### src/rtl/core/sprcol_pkg.sv
`timescale 1ns / 1ps

package sprcol_pkg;

  // field widths of the transfer payloads
  localparam int REQ_W     = 2;
  localparam int PIXEL_X_W = 9;
  localparam int SPRITE_W  = 6;

  // line and sprite table sizes (LINE_WIDTH up to 2**PIXEL_X_W)
  localparam int LINE_WIDTH  = 512;
  localparam int MAX_SPRITES = 64;
  localparam int LINE_AW     = $clog2(LINE_WIDTH);
  localparam int SPR_AW      = $clog2(MAX_SPRITES);

  // line generation tag kept with each owner entry
  localparam int EPOCH_W = 4;
  localparam logic [EPOCH_W-1:0] EPOCH_MAX   = {EPOCH_W{1'b1}};
  localparam logic [EPOCH_W-1:0] EPOCH_FIRST = EPOCH_W'(1);
  localparam logic [EPOCH_W-1:0] EPOCH_STALE = '0;

  typedef enum logic [REQ_W-1:0] {
    REQ_CLEAR = 2'd0,
    REQ_DRAW  = 2'd1,
    REQ_READ  = 2'd2
  } req_t;

  typedef struct packed {
    logic [EPOCH_W-1:0]  epoch;
    logic [SPRITE_W-1:0] owner;
  } owner_entry_t;

  localparam int ENTRY_W = $bits(owner_entry_t);

  typedef struct packed {
    logic               busy;
    logic               wrap;
    logic [EPOCH_W-1:0] epoch;
  } clr_status_t;

  typedef struct packed {
    logic              set_a;
    logic [SPR_AW-1:0] idx_a;
    logic              set_b;
    logic [SPR_AW-1:0] idx_b;
  } flag_set_t;

endpackage

### src/rtl/core/sprcol_clear_seq.sv
`timescale 1ns / 1ps

module sprcol_clear_seq import sprcol_pkg::*; (
  input  logic               clk,
  input  logic               rst_n,
  input  logic               clear_commit,
  output clr_status_t        status,
  output logic               pass_we,
  output logic [LINE_AW-1:0] pass_addr
);

  logic               busy_r, busy_nxt;
  logic [LINE_AW-1:0] cnt_r, cnt_nxt;
  logic [EPOCH_W-1:0] epoch_r, epoch_nxt;

  always_comb begin
    busy_nxt  = busy_r;
    cnt_nxt   = cnt_r;
    epoch_nxt = epoch_r;
    if (busy_r) begin
      cnt_nxt = cnt_r + 1'b1;
      if (cnt_r == LINE_AW'(LINE_WIDTH - 1)) begin
        busy_nxt  = 1'b0;
        epoch_nxt = EPOCH_FIRST;
      end
    end else if (clear_commit) begin
      if (epoch_r == EPOCH_MAX) begin
        // tags exhausted: sweep every entry back to stale
        busy_nxt = 1'b1;
        cnt_nxt  = '0;
      end else begin
        epoch_nxt = epoch_r + 1'b1;
      end
    end
  end

  always_ff @(posedge clk) begin
    if (!rst_n) begin
      busy_r  <= 1'b1;
      cnt_r   <= '0;
      epoch_r <= EPOCH_FIRST;
    end else begin
      busy_r  <= busy_nxt;
      cnt_r   <= cnt_nxt;
      epoch_r <= epoch_nxt;
    end
  end

  assign status.busy  = busy_r;
  assign status.wrap  = (epoch_r == EPOCH_MAX);
  assign status.epoch = epoch_r;
  assign pass_we      = busy_r;
  assign pass_addr    = cnt_r;

endmodule

### config.mk
export PLATFORM = sky130hd
export DESIGN_NAME = sprcol_clear_seq
export DESIGN_NICKNAME = d
export VERILOG_FILES = /design/src/rtl/core/sprcol_pkg.sv /design/src/rtl/core/sprcol_clear_seq.sv
export SDC_FILE = /design/constraint.sdc
export NUM_CORES = 1
export LEC_CHECK = 0
export ABC_AREA = 1
export BUFFER_PORTS_ARGS = -buffer_cell sky130_fd_sc_hd__buf_2
export CAP_MARGIN = 10
export CORE_UTILIZATION = 41
export CTS_CLUSTER_SIZE = 30
export DETAILED_ROUTE_END_ITERATION = 10
export PLACE_DENSITY = 0.6
export SYNTH_ARGS = -nofsm -noshare
export SYNTH_HDL_FRONTEND = slang
export SYNTH_SLANG_ARGS = --single-unit
### constraint.sdc
create_clock -name clk -period 2.15 [get_ports clk]
set_input_delay 0.43 -clock clk [delete_from_list [all_inputs] [get_ports clk]]
set_output_delay 0.43 -clock clk [all_outputs]
set_load 0.03 [all_outputs]
* Yosys cells after proc, flatten, opt, wreduce, memory -nomap -nowiden
Index checks and enable logic that the tools add are counted.
Widths: inputs -> output; s select.
** Cells by class
- Add/sub/neg operators :: 2
- Equality and inequality tests :: 4
- Multiplexer cells :: 11
- Reductions and logical operators :: 4
** Operator list (number)
- $mux 9 :: 3
- $mux 4 :: 4
- $add 9x1->9 const B :: 1
- $eq 9x9->1 const B :: 1
- $add 4x1->4 const B :: 1
- $eq 4x4->1 const B :: 1
- $mux 1 :: 4
- $ne 2x1->1 const B :: 2
- $reduce_bool 2->1 :: 2
- $reduce_and 3->1 :: 1
- $reduce_and 2->1 :: 1
** Word-level totals
- Flip-flop bits (word level) :: 14
- Bits of input ports :: 3
- Output and inout bits :: 16
- Word-level logic and storage cells :: 24

* Depth between registers and ports, before layout
- Depth after elaboration :: 4
- Gate-level depth with buffers :: 9
- Depth with buffers taken out :: 9

* Worst setup path before layout
No wires, ideal clock.
- Path kind :: reg2reg
- From :: register cnt_r[0], in the netlist pass_addr[0]
- To :: register epoch_r[2]
- Setup time :: 0.115 ns
- Data arrival time :: 1.557 ns
- Required time :: 2.035 ns
- Setup slack :: 0.479 ns
- Stages on the path, launching flop included :: 10
- Path buffers :: 0
- Period minus slack after synthesis :: 1.671 ns
- Cells stage by stage :: dfxtp_1 ha_1 nand3_1 nor4_1 ha_1 nand2_1 nand2_1 nand2_1 nand2_1 nor2_1
** On the way
- Longest elaborated chain between the ends :: 3
** RTL lines
- start, declared :: line sprcol_clear_seq.sv:13 : logic [LINE_AW-1:0] cnt_r, cnt_nxt;
- start signal, assigned :: line sprcol_clear_seq.sv:44 : cnt_r <= cnt_nxt;
- $eq 9x9->1 :: line sprcol_clear_seq.sv:22 : if (cnt_r == LINE_AW'(LINE_WIDTH - 1)) begin
- $ne 2x1->1 (no line)
- $reduce_and 3->1 (no line)
- end signal, assigned :: line sprcol_clear_seq.sv:45 : epoch_r <= epoch_nxt;
- end, declared :: line sprcol_clear_seq.sv:14 : logic [EPOCH_W-1:0] epoch_r, epoch_nxt;
Every way passes these cells.
A chain may end at the register's enable or synchronous reset.

==> results.ini <==
[outcome]
outcome=finished clean

[sta]
slew_headroom_pct=71.2
final.setup.worst_slack_ns=0.394
hold_slack_ns=0.431
drv_slew=0
finalCritPeriodShare_pct=81.7
rsz0062_at_grt=no
tns_ns=0
min_period_ns=1.76
max_freq_mhz=570
hold_viol=0
fin_skew_ns=0.00102
setup_viol=0
tightestPinTransition_ns=0.432

[logic_synthesis]
synth_area_leaders=dfxtp_1, nand2_1, a21oi_1
synthAdderAreaFrac_pct=5.08
synth_top_family_by_area=simple AND/OR/NAND/NOR gates
yosys_warnings=0
synth-compound-area-share_pct=8.14
synth_seq_cells=14
netlist_instances=97
syn_area_per_cell_um2=7.61
synth_top_area_cell=dfxtp_1
syn_nets=103
synth_top_area_share_pct=38.0
yosys.area_share.simple_pct=40.7
yosys.area_share.xor_xnor_pct=1.19
synth_cell_types=22
ys_seq_area_share_pct=38.0
synth_mux_area_share_pct=0
syn_area_um2=738

[placed_design]
gp_congestion=0.754
port_buffers=18
dpl_worst_slack_ns=0.546
dp_hpwl_mm=1.10

[clock_tree]
post-cts-setup-buffers=0
cts_root_buf=clkbuf_4
postCtsHoldBufs=0
cts.clk_slew.worst_paths_ns=0.09
ctsLongestPathBuffers=2
cts_inserted_buffers=3
cts.sinks=14
h-tree-depth=1
cts_resized=0
clk_latency_ns=0.28
cts_tree=yes

[floorplanning]
die_w_um=44.4
io_pins=19
start_util_pct=46.3
num_rows=14
core-area_um2=1590
die_y_um=44.4
dieArea_um2=1970

[global_route]
grtUsageTotal_pct=16.8
grt_pass1_vias=604
grt_max_degree=11
antenna_found_initial=0
grt_pass1_wl_mm=2.41
gr-total-overflow=0

[cells_and_area]
area_delta_synth_final_pct=18.6
fin_nets=124
layout-drive-gt1-share_pct=29.1
num_antenna_cells=0

[worst_setup_path]
end_kind=primary output
path_class=reg2out
worstPathMaxFanout=5
cpMaxStageDelayCell=dfxtp_1
cpPeakStageDelay_ns=0.40
worstPathRequired_ns=1.72
worstPathCellList=ha_1 > nand2_2 > nor2_4 > buf_2
arrival_ns=1.33
worstSetupStartpointType=flop

[power_and_ir_drop]
powerDensity_nw_per_um2=572
ir_drop_uv=273
power_leakage_uw=0.000417

[route]
first_pass_iters=4
drc=0
post_drt_wl_per_cell_um=10.1
final_antenna_net_count=0
num_vias=659
drt-initial-drc-count=10
drt-total-wl_mm=1.43
viasPerCell=4.67

[flow_run]
cap_viol_max_count=0

[hold_path]
hold_path_class=in2reg

flip-flops by register name, indices dropped and copies added (netlist names):
signal	cells
pass_we	1
pass_addr	9
epoch_r	4
worst max-delay path: cells and delay by family (launching register included):
| kind | cells | cell delay [ns] |
|---|---|---|
| adder cells (fa/ha/maj) | 1 | 0.23 |
| flip-flops | 1 | 0.40 |
| AND/OR/NAND/NOR | 2 | 0.21 |
| buffers and inverters | 1 | 0.20 |
logic make-up after synthesis:
logic type,Yosys count
xor+xnor,1
flops,14
buf+inv,10
compound gates,12
fa+ha+maj,3
simple gates,57
cell type report:
class	instances	area (um2)
Fill cell	163	718
Sequential cell	14	280
Inverter	8	32.5
Timing Repair Buffer	18	90.1
Tap cell	24	30.0
Clock buffer	4	36.3
Multi-Input combinational cell	73	407
report_power, final:
| group | switching [uW] | total (uW) | internal [uW] |
|---|---|---|---|
| combinational | 23.9 | 35.4 | 11.6 |
| sequential | 6.01 | 270 | 264 |
| clock | 92.8 | 196 | 103 |
| total | 123 | 501 | 379 |
cell usage after synthesis, drive strengths merged:
| library cell | n |
|---|---|
| nand2 | 34 |
| dfxtp | 14 |
| a21oi | 11 |
| nor2 | 10 |
| nand3 | 9 |
| inv | 8 |
| ha | 3 |
| buf | 2 |
| nand4 | 1 |
| nor3 | 1 |
| nor3b | 1 |
| nor4 | 1 |
| o21ai | 1 |
| xor2 | 1 |
cells in the final DEF (no fill, tap or decap), types with 2 or more instances in the layout:
master | netlist | layout
a21oi_1 | 11 | 11
buf_2 | 0 | 18
clkbuf_4 | 0 | 3
dfxtp_1 | 14 | 14
ha_1 | 3 | 3
inv_1 | 7 | 7
nand2_1 | 30 | 30
nand2_2 | 3 | 3
nand3_1 | 7 | 7
nand3_2 | 2 | 2
nor2_1 | 6 | 6
nor2_4 | 2 | 2
metal layers:
metal	vias to the layer above	routed length (um)	track usage, %
li1	356	-	-
met1	286	693	19.6
met2	13	666	28.2
met3	4	45	2.86
met4	0	23	10.9
met5	-	0	0
through the flow:
stage | cells | cell area [um2] | util, % | total power, uW
after floorplan | 97 | 738 | - | 300
after global placement | 137 | 840 | 52.7 | 312
after detailed placement | 137 | 840 | 52.7 | 312
after CTS | 141 | 876 | 54.9 | 506
after global routing | 141 | 876 | 54.9 | 523
final | 141 | 876 | 54.9 | 501
path summary, 6_finish.rpt:
check | slack, ns | endpoint | cells after the start | start
min reg2reg | 0.48 | pass_addr[4] | 2 | pass_addr[4]
min | 0.43 | pass_addr[4] | 3 | rst_n
max reg2reg | 0.55 | epoch_r[2] | 9 | pass_addr[0]
max | 0.39 | status[4] | 4 | epoch_r[0]
No activity file was read; power rests on OpenSTA's default activity.
