===== src/rtl/core/sprcol_pkg.sv =====
`timescale 1ns / 1ps

package sprcol_pkg;

  // field widths of the transfer payloads
  localparam int REQ_W     = 2;
  localparam int PIXEL_X_W = 9;
  localparam int SPRITE_W  = 6;

  // line and sprite table sizes (LINE_WIDTH up to 2**PIXEL_X_W)
  localparam int LINE_WIDTH  = 512;
  localparam int MAX_SPRITES = 64;
  localparam int LINE_AW     = $clog2(LINE_WIDTH);
  localparam int SPR_AW      = $clog2(MAX_SPRITES);

  // line generation tag kept with each owner entry
  localparam int EPOCH_W = 4;
  localparam logic [EPOCH_W-1:0] EPOCH_MAX   = {EPOCH_W{1'b1}};
  localparam logic [EPOCH_W-1:0] EPOCH_FIRST = EPOCH_W'(1);
  localparam logic [EPOCH_W-1:0] EPOCH_STALE = '0;

  typedef enum logic [REQ_W-1:0] {
    REQ_CLEAR = 2'd0,
    REQ_DRAW  = 2'd1,
    REQ_READ  = 2'd2
  } req_t;

  typedef struct packed {
    logic [EPOCH_W-1:0]  epoch;
    logic [SPRITE_W-1:0] owner;
  } owner_entry_t;

  localparam int ENTRY_W = $bits(owner_entry_t);

  typedef struct packed {
    logic               busy;
    logic               wrap;
    logic [EPOCH_W-1:0] epoch;
  } clr_status_t;

  typedef struct packed {
    logic              set_a;
    logic [SPR_AW-1:0] idx_a;
    logic              set_b;
    logic [SPR_AW-1:0] idx_b;
  } flag_set_t;

endpackage


===== src/rtl/core/sprcol_flags.sv =====
`timescale 1ns / 1ps

module sprcol_flags import sprcol_pkg::*; (
  input  logic              clk,
  input  logic              rst_n,
  input  flag_set_t         set,
  input  logic [SPR_AW-1:0] rd_idx,
  output logic              rd_flag
);

  logic [MAX_SPRITES-1:0] flags_r, flags_nxt;

  always_comb begin
    flags_nxt = flags_r;
    if (set.set_a) begin
      flags_nxt[set.idx_a] = 1'b1;
    end
    if (set.set_b) begin
      flags_nxt[set.idx_b] = 1'b1;
    end
  end

  always_ff @(posedge clk) begin
    if (!rst_n) begin
      flags_r <= '0;
    end else begin
      flags_r <= flags_nxt;
    end
  end

  assign rd_flag = flags_r[rd_idx];

endmodule


===== config.mk =====
export PLATFORM = sky130hd
export DESIGN_NAME = sprcol_flags
export DESIGN_NICKNAME = d
export VERILOG_FILES = /design/src/rtl/core/sprcol_pkg.sv /design/src/rtl/core/sprcol_flags.sv
export SDC_FILE = /design/constraint.sdc
export NUM_CORES = 1
export LEC_CHECK = 0
export BUFFER_PORTS_ARGS = -buffer_cell sky130_fd_sc_hd__buf_4
export CAP_MARGIN = 20
export CORE_MARGIN = 5
export CORE_UTILIZATION = 45
export DETAILED_ROUTE_END_ITERATION = 8
export SETUP_SLACK_MARGIN = 0.3
export SYNTH_ARGS = -nofsm -noshare
export SYNTH_HDL_FRONTEND = slang
export SYNTH_SLANG_ARGS = --single-unit

===== constraint.sdc =====
create_clock -name clk -period 2.5 [get_ports clk]
set_input_delay 0.25 -clock clk [delete_from_list [all_inputs] [get_ports clk]]
set_output_delay 0.25 -clock clk [all_outputs]
set_load 0.01 [all_outputs]

; ---- Word-level counts from Yosys, hierarchy flattened
; Cells that the tools add are included.
[totals]
ff_bits = 64
inputBits = 22
out_inout_bits = 1
word_cells = 18
[op_classes]
n_lt_le_gt_ge = 5
mux = 8
bitwise = 2
n_reduce_logical = 2
[ops]
columns = operator, count
row1 = two-way mux 64 bit, 2
row2 = OR 64 bit, 2
row3 = less-than comparator 6 x 7 -> 1 bit (second input constant), 3
row4 = demux 1 bit (select 6 bit), 2
row5 = greater-or-equal comparator 6 x 1 -> 1 bit (second input constant), 2
row6 = binary-select mux 1 bit (select 6 bit), 1
row7 = two-way mux 1 bit, 3
row8 = logical AND 1 bit, 2

; ---- Logic depth before layout (Yosys ltp)
; Gate-level depths: netlist (run 1).
[depth]
word_depth = 8
mapped_depth = 6

; ---- Worst setup path before layout (run 1)
; Ideal clock, no wire load.
[synth_path]
kind = input port to output port
from = input rd_idx[0]
to = output rd_flag
t_arrival_ps = 1494
required_time_ps = 2250
slack_ps = 756
path_stages = 6
n_path_buf = 2
path_cell_list = buf_6 -> buf_12 -> mux4_2 -> a221oi_2 -> o21ai_1 -> o2bb2ai_1
[synth_via]
elab_chain_len = 2
[synth_rtl]
columns = element, line_no
row1 = start: declaration, sprcol_flags.sv:7  ; input logic [SPR_AW-1:0] rd_idx,
row2 = binary-select mux 1 bit (select 6 bit), sprcol_flags.sv:31  ; assign rd_flag = flags_r[rd_idx];
row3 = two-way mux 1 bit (implied by the code), sprcol_flags.sv:31
row4 = end: declaration, sprcol_flags.sv:8  ; output logic rd_flag
; Every way passes these cells. The select of a mux whose other input is x is not followed.

; ---- Final worst setup path (run 1)
[layout_path]
from = register flags_r[54]
to = output rd_flag
[layout_via]
elab_chain_len = 2
[layout_rtl]
columns = element, line_no
row1 = start: declaration, sprcol_flags.sv:11  ; logic [MAX_SPRITES-1:0] flags_r, flags_nxt;
row2 = start signal: assignment, sprcol_flags.sv:27  ; flags_r <= flags_nxt;
row3 = binary-select mux 1 bit (select 6 bit), sprcol_flags.sv:31
row4 = two-way mux 1 bit (implied by the code), sprcol_flags.sv:31
; Every way passes these cells. The select of a mux whose other input is x is not followed.

==> results of run 1 <==
[kinds of logic (layout without fill, tap and decap cells)]
group           count (synthesis)  in the layout  synth area share (%)
mux                            19             19                  13.4
simple gates                  114            114                  20.8
buf+inv                        26             46                  3.75
flops                          64             64                  38.7
compound gates                100            100                  23.3
[metal layers]
layer,vias up,part of all wire [%]
met5,-,0
met2,131,45
met3,24,7.6
met4,0,2.9
met1,1415,44
li1,1299,-
[timing repair]
| item | CTS | global route |
|---|---|---|
| hold buffers | 0 | 0 |
| setup endpoints to repair | 0 | 1 |
| gates resized for setup | 0 | 1 |
[where the power goes]
part / total [mW] / leakage, nW / internal [mW] / switching [mW]
logic: 0.235 / 0.724 / 0.0961 / 0.139
clock network: 1.13 / 0.126 / 0.715 / 0.412
registers: 1.04 / 0.517 / 1.03 / 0.00885
total: 2.40 / 1.37 / 1.84 / 0.560
[per-stage QoR]
step / power, mW / hold slack, ns
3_3_place_gp: 1.29 / 0.441
4_1_cts: 2.41 / 0.362
5_1_grt: 2.48 / 0.386
6_report: 2.40 / 0.367
3_5_place_dp: 1.30 / 0.449
2_1_floorplan: 1.21 / 0.432
[placed cells by master (no fill, tap or decap)]
cell type	synthesis	routed
bufinv_16	0	3
or3_1	4	4
mux2_2	1	1
a221oi_2	1	1
and3b_1	4	4
clkbuf_8	0	11
o221ai_1	1	1
nor3b_2	2	2
and2_1	3	3
nand2_1	9	9
nand3b_1	4	4
mux4_2	2	2
a221oi_1	33	33
nand3_1	7	7
or2_2	4	4
nor3b_1	5	5
and3_1	4	4
a22oi_2	0	1
or3b_2	4	4
mux4_1	14	14
mux2i_1	2	2
nand2b_1	6	6
inv_1	1	1
o22ai_1	29	29
clkinv_2	0	1
o31a_1	4	4
buf_4	0	29
dfxtp_1	64	64
o21ai_1	1	1
nor2_1	15	15
clkinvlp_4	0	1
o21a_1	28	28
and4_1	2	2
o2bb2ai_1	1	1
o22a_1	1	1
nor2b_1	37	37
nor3_1	4	4
[layout make-up]
| type | count | area, µm² | share of cell area, % |
|---|---|---|---|
| inverters | 1 | 3.75 | 0.0991 |
| flip-flops and latches | 64 | 1280 | 33.8 |
| repair buffers | 29 | 218 | 5.75 |
| multi-input cells | 233 | 1910 | 50.3 |
| clock inverters | 5 | 103 | 2.71 |
| clock buffers | 11 | 151 | 4.00 |
| well taps | 99 | 124 | 3.27 |
[worst min-delay path: stages]
cell	delay, ns
buf_4	0.11
nor3b_1	0.05
o31a_1	0.26
[worst max path at each step]
stage	to	start	slack (ns)
3_5_place_dp	rd_flag	rd_idx[0]	0.45
6_report	rd_flag	flags_r[54]	0.38
3_3_place_gp	rd_flag	rd_idx[0]	0.48
5_1_grt	rd_flag	flags_r[41]	0.31
4_1_cts	rd_flag	flags_r[41]	0.39
2_1_floorplan	rd_flag	rd_idx[0]	0.76
==> impl_metrics.toml, run 1 <==
[worst_setup_path]
path_class = "flip-flop to primary output"
slowest_delay_ns = 0.48
path_buf_inv = 1
crit_fanout = 2
endpoint_kind = "primary output"
rr_startpoint = "flags_r[57]"
cp-start-kind = "flip-flop"
required_ns = 2.25
cp.arrival_ns = 1.87
reg2reg_slack_ns = 1.73
critPathSlowestCell = "mux4_1"
reg2reg_to = "flags_r[57]"
worstPathCellList = "mux4_1 > mux2_2 > o221ai_1 > o2bb2ai_1 > buf_4"
cp.depth = 5
rr_worst_depth = 2
cp_top_family = "multiplexers"

[run_status]
status = "finished, final reports clean"

[worst_hold_path]
hp-class = "input port to flip-flop"
hold_end = "flags_r[46]"
hp-start = "set[7]"
holdPathStages = 3

[global_route]
grt_use_met1_pct = 31.4
grt.total_usage_pct = 22.7
grt-busiest-layer = "met2"
antenna_found_initial = 0
first_global_vias = 2698
grt_pass1_wl_mm = 15.1
overflow = 0
grt_max_degree = 65
use_met3_pct = 5.32
grtUsageMet2_pct = 33.6

[yosys]
avgSynthCellArea_um2 = 10.2
synth_seq_cells = 64
syn_nets = 345
synth.most_common_cell = "dfxtp_1"
synthTopCellsByCount = "64 x dfxtp_1, 37 x nor2b_1, 33 x a221oi_1, 29 x o22ai_1, 28 x o21a_1"
yosysSeqAreaShare_pct = 38.7
syn_inst = 323
netlist_area_um2 = 3310
synth_flop_cell = "dfxtp_1"
synth_cell_types = 38
synth_edf_count = 0
synth.area.top_cells = "dfxtp_1 39%, mux4_1 11%, a221oi_1 8.7%"
yosys.area.top_type_share_pct = 38.7
synth_area_leader_cell = "dfxtp_1"
synth_async_sr_flop_share_pct = 0
yosysWarnings = 0

[floorplan]
die_y_um = 95.7
fp.dieW_um = 95.7
rows = 31
pin_count = 23
core_area_um2 = 7210
dieArea_um2 = 9160
start_util_pct = 45.8

[placement]
hpwl_mm = 6.31
place.gp.congestion = 0.858
placed_cell_area_um2 = 3530
dpl_worst_slack_ns = 0.451
placed_cells = 426
placement.io_buffers = 22

[final_layout]
largest_register = "flags_r"
reg.largest.list = "flags_r (64)"
fin_cells = 442
syn_to_final_growth_pct = 14.5
final_cell_area_um2 = 3790
num-fill-cells = 694
fin_nets = 360
drive_gt1_share_pct = 17.5
n_antenna_cell = 0
fin_util_pct = 52.5
largest_reg_flops = 64

[detailed_routing]
vias = 2869
drt-pass1-iter-count = 5
wl_per_cell_um = 22.3
ant_nets = 0
routed_wl_mm = 9.87
drcViolationCount = 0
dr.first_iter.drc_count = 167
vias_per_cell = 6.49

[power]
power_density_nw_per_um2 = 635
power.leakage_nw = 1.37
peakVddDrop_v = 0.000315

[timing]
relSlewSlack_pct = 60.6
rsz0062_at_grt = "false"
worst-slew-pin-transition_ns = 0.591
post-route-worst-setup-slack_ns = 0.379
hold_violations = 0
skew_ns = 0
period_share_pct = 84.8
layout_min_cycle_time_ns = 2.12
slew_viol_final = 0
setup_viol = 0
fmax_mhz = 472
fin_tns_setup_ns = 0

[cts]
cts_setup_buffers = 0
htreeDepth = 3
cts.sinks = 64
clkLatencyLatePin_ns = 0.35
root_buffer = "clkbuf_8"
cts_buffer_depth = 2
cts_tree = "yes"
path_clk_slew_ns = 0.07
numCtsBuffers = 9

[run]
max_cap_violations = 0
(Power assumes the default switching activity.)
==> run 2, diff against run 1 <==
==> constraint.sdc (replaced) <==
create_clock -name clk -period 1.7 [get_ports clk]
set_input_delay 0.17 -clock clk [delete_from_list [all_inputs] [get_ports clk]]
set_output_delay 0.17 -clock clk [all_outputs]
set_load 0.01 [all_outputs]
==> run 2 against run 1 <==
Effect of this change:
- the run now ends with negative setup slack left
- first-iteration DRC count grew 13%
- via count shrank 1.0%
- total power grew 35%
- critical path type unchanged
- critical path depth is the same
- largest power group is now sequential cells
- final cell count is the same
==> impl_metrics.toml, run 2 (same netlist as run 1, synthesis figures left out) <==
[run_status]
status = "complete, but fails checks"
violations = "negative setup slack"

[worst_setup_path]
worstPathCellList = "mux4_2 > mux2_4 > o221ai_2 > o2bb2ai_2 > buf_4"
rr_startpoint = "flags_r[61]"
reg2reg_slack_ns = 0.94
cp.arrival_ns = 1.77
cp-start-kind = "flip-flop"
path_class = "flip-flop to primary output"
crit_fanout = 2
endpoint_kind = "primary output"
rr_worst_depth = 2
required_ns = 1.53
reg2reg_to = "flags_r[61]"
critPathSlowestCell = "mux4_2"
slowest_delay_ns = 0.47

[cts]
cts_setup_buffers = 0
cts.sinks = 64
root_buffer = "clkbuf_8"
numCtsBuffers = 9
cts_tree = "yes"
path_clk_slew_ns = 0.07
htreeDepth = 3
clkLatencyLatePin_ns = 0.34
cts_buffer_depth = 2

[timing]
holdWs_ns = 0.296
hold_violations = 0
rsz0062_at_grt = "true"
skew_ns = 0
worst-slew-pin-transition_ns = 0.936
post-route-worst-setup-slack_ns = -0.244
setup_viol = 1
relSlewSlack_pct = 37.4
layout_min_cycle_time_ns = 1.94
fmax_mhz = 514
period_share_pct = 114
slew_viol_final = 0

[global_route]
grt.total_usage_pct = 23.2
overflow = 0
grt_pass1_wl_mm = 15.6
grt_max_degree = 65
first_global_vias = 2785
antenna_found_initial = 0

[power]
peakVddDrop_v = 0.000465
power.leakage_nw = 1.32
finalPower_mw = 3.25
power_density_nw_per_um2 = 865

[placement]
hpwl_mm = 6.38
place.gp.congestion = 0.858
placed_cell_area_um2 = 3540
dpl_worst_slack_ns = -0.118
placement.io_buffers = 22
placed_cells = 426

[floorplan]
fp.dieW_um = 95.7
die_y_um = 95.7
dieArea_um2 = 9160
core_area_um2 = 7210
pin_count = 23
rows = 31
start_util_pct = 45.8

[detailed_routing]
routed_wl_mm = 9.99
ant_nets = 0
vias = 2840
drcViolationCount = 0
drt-pass1-iter-count = 4
wl_per_cell_um = 22.6
dr.first_iter.drc_count = 188
vias_per_cell = 6.43

[final_layout]
fin_nets = 360
reg.largest.list = "flags_r (64)"
largest_reg_flops = 64
mostFrequentLayoutCells = "61 x dfxtp_1, 37 x nor2b_1, 32 x a221oi_1"
layout_commonest_cell = "dfxtp_1"
syn_to_final_growth_pct = 13.7
largest_register = "flags_r"
fin_cells = 442
final_cell_area_um2 = 3760
drive_gt1_share_pct = 21.0
n_antenna_cell = 0

[worst_hold_path]
holdPathStages = 3
hold_end = "flags_r[44]"
hp-class = "input port to flip-flop"
hp-start = "set[7]"

[run]
max_cap_violations = 0
[run 2: metal layers]
metal,GRT usage [%],vias to the layer above,wire length [µm]
li1,-,1303,-
met1,32.7,1382,4540
met2,34.3,129,4430
met3,3.99,26,727
met4,11.3,0,294
met5,0,-,0
[run 2: what timing repair did]
action                                  4_1_cts  5_1_grt
gates resized for setup                      11        1
endpoints found under the hold margin         0        0
pin swaps                                     3        0
hold buffers                                  0        0
endpoints found under the setup margin        1        1
[run 2: how the worst max path moves through the flow]
stage | from | to | slack (ns) | depth (start not counted)
floorplan | rd_idx[0] | rd_flag | 0.17 | 6
global placement | rd_idx[0] | rd_flag | -0.09 | 7
detailed placement | rd_idx[0] | rd_flag | -0.12 | 7
CTS | flags_r[55] | rd_flag | -0.24 | 5
global route | flags_r[11] | rd_flag | -0.30 | 5
finish | flags_r[39] | rd_flag | -0.24 | 5
[run 2: report_power, final]
part	leakage, nW	internal [mW]	total, mW	switching [mW]
Combinational	0.704	0.150	0.361	0.212
Clock	0.101	0.751	1.36	0.604
Sequential	0.518	1.52	1.53	0.0132
[run 2: metrics by stage]
stage	util [%]	setup TNS (ns)
floorplan	-	0
global placement	49.1	-0.0929
detailed placement	49.1	-0.118
CTS	52.1	-0.244
global route	52.1	-0.300
finish	52.1	-0.244
[run 2: critical path, delay by kind of cell (launching register included)]
family,cells,cell delay [ns]
AOI/OAI and AO/OA,2,0.21
buffers and inverters,1,0.14
muxes,2,0.76
DFF,1,0.33
[run 2: area by class of cell]
| class | instances | area [µm²] |
|---|---|---|
| multi-input combinational | 233 | 1920 |
| clock inverter | 5 | 55.1 |
| fill | 691 | 3450 |
| tap | 99 | 124 |
| clock buffer | 11 | 151 |
| inverter | 1 | 3.75 |
| timing repair buffer | 29 | 218 |
| sequential | 64 | 1280 |
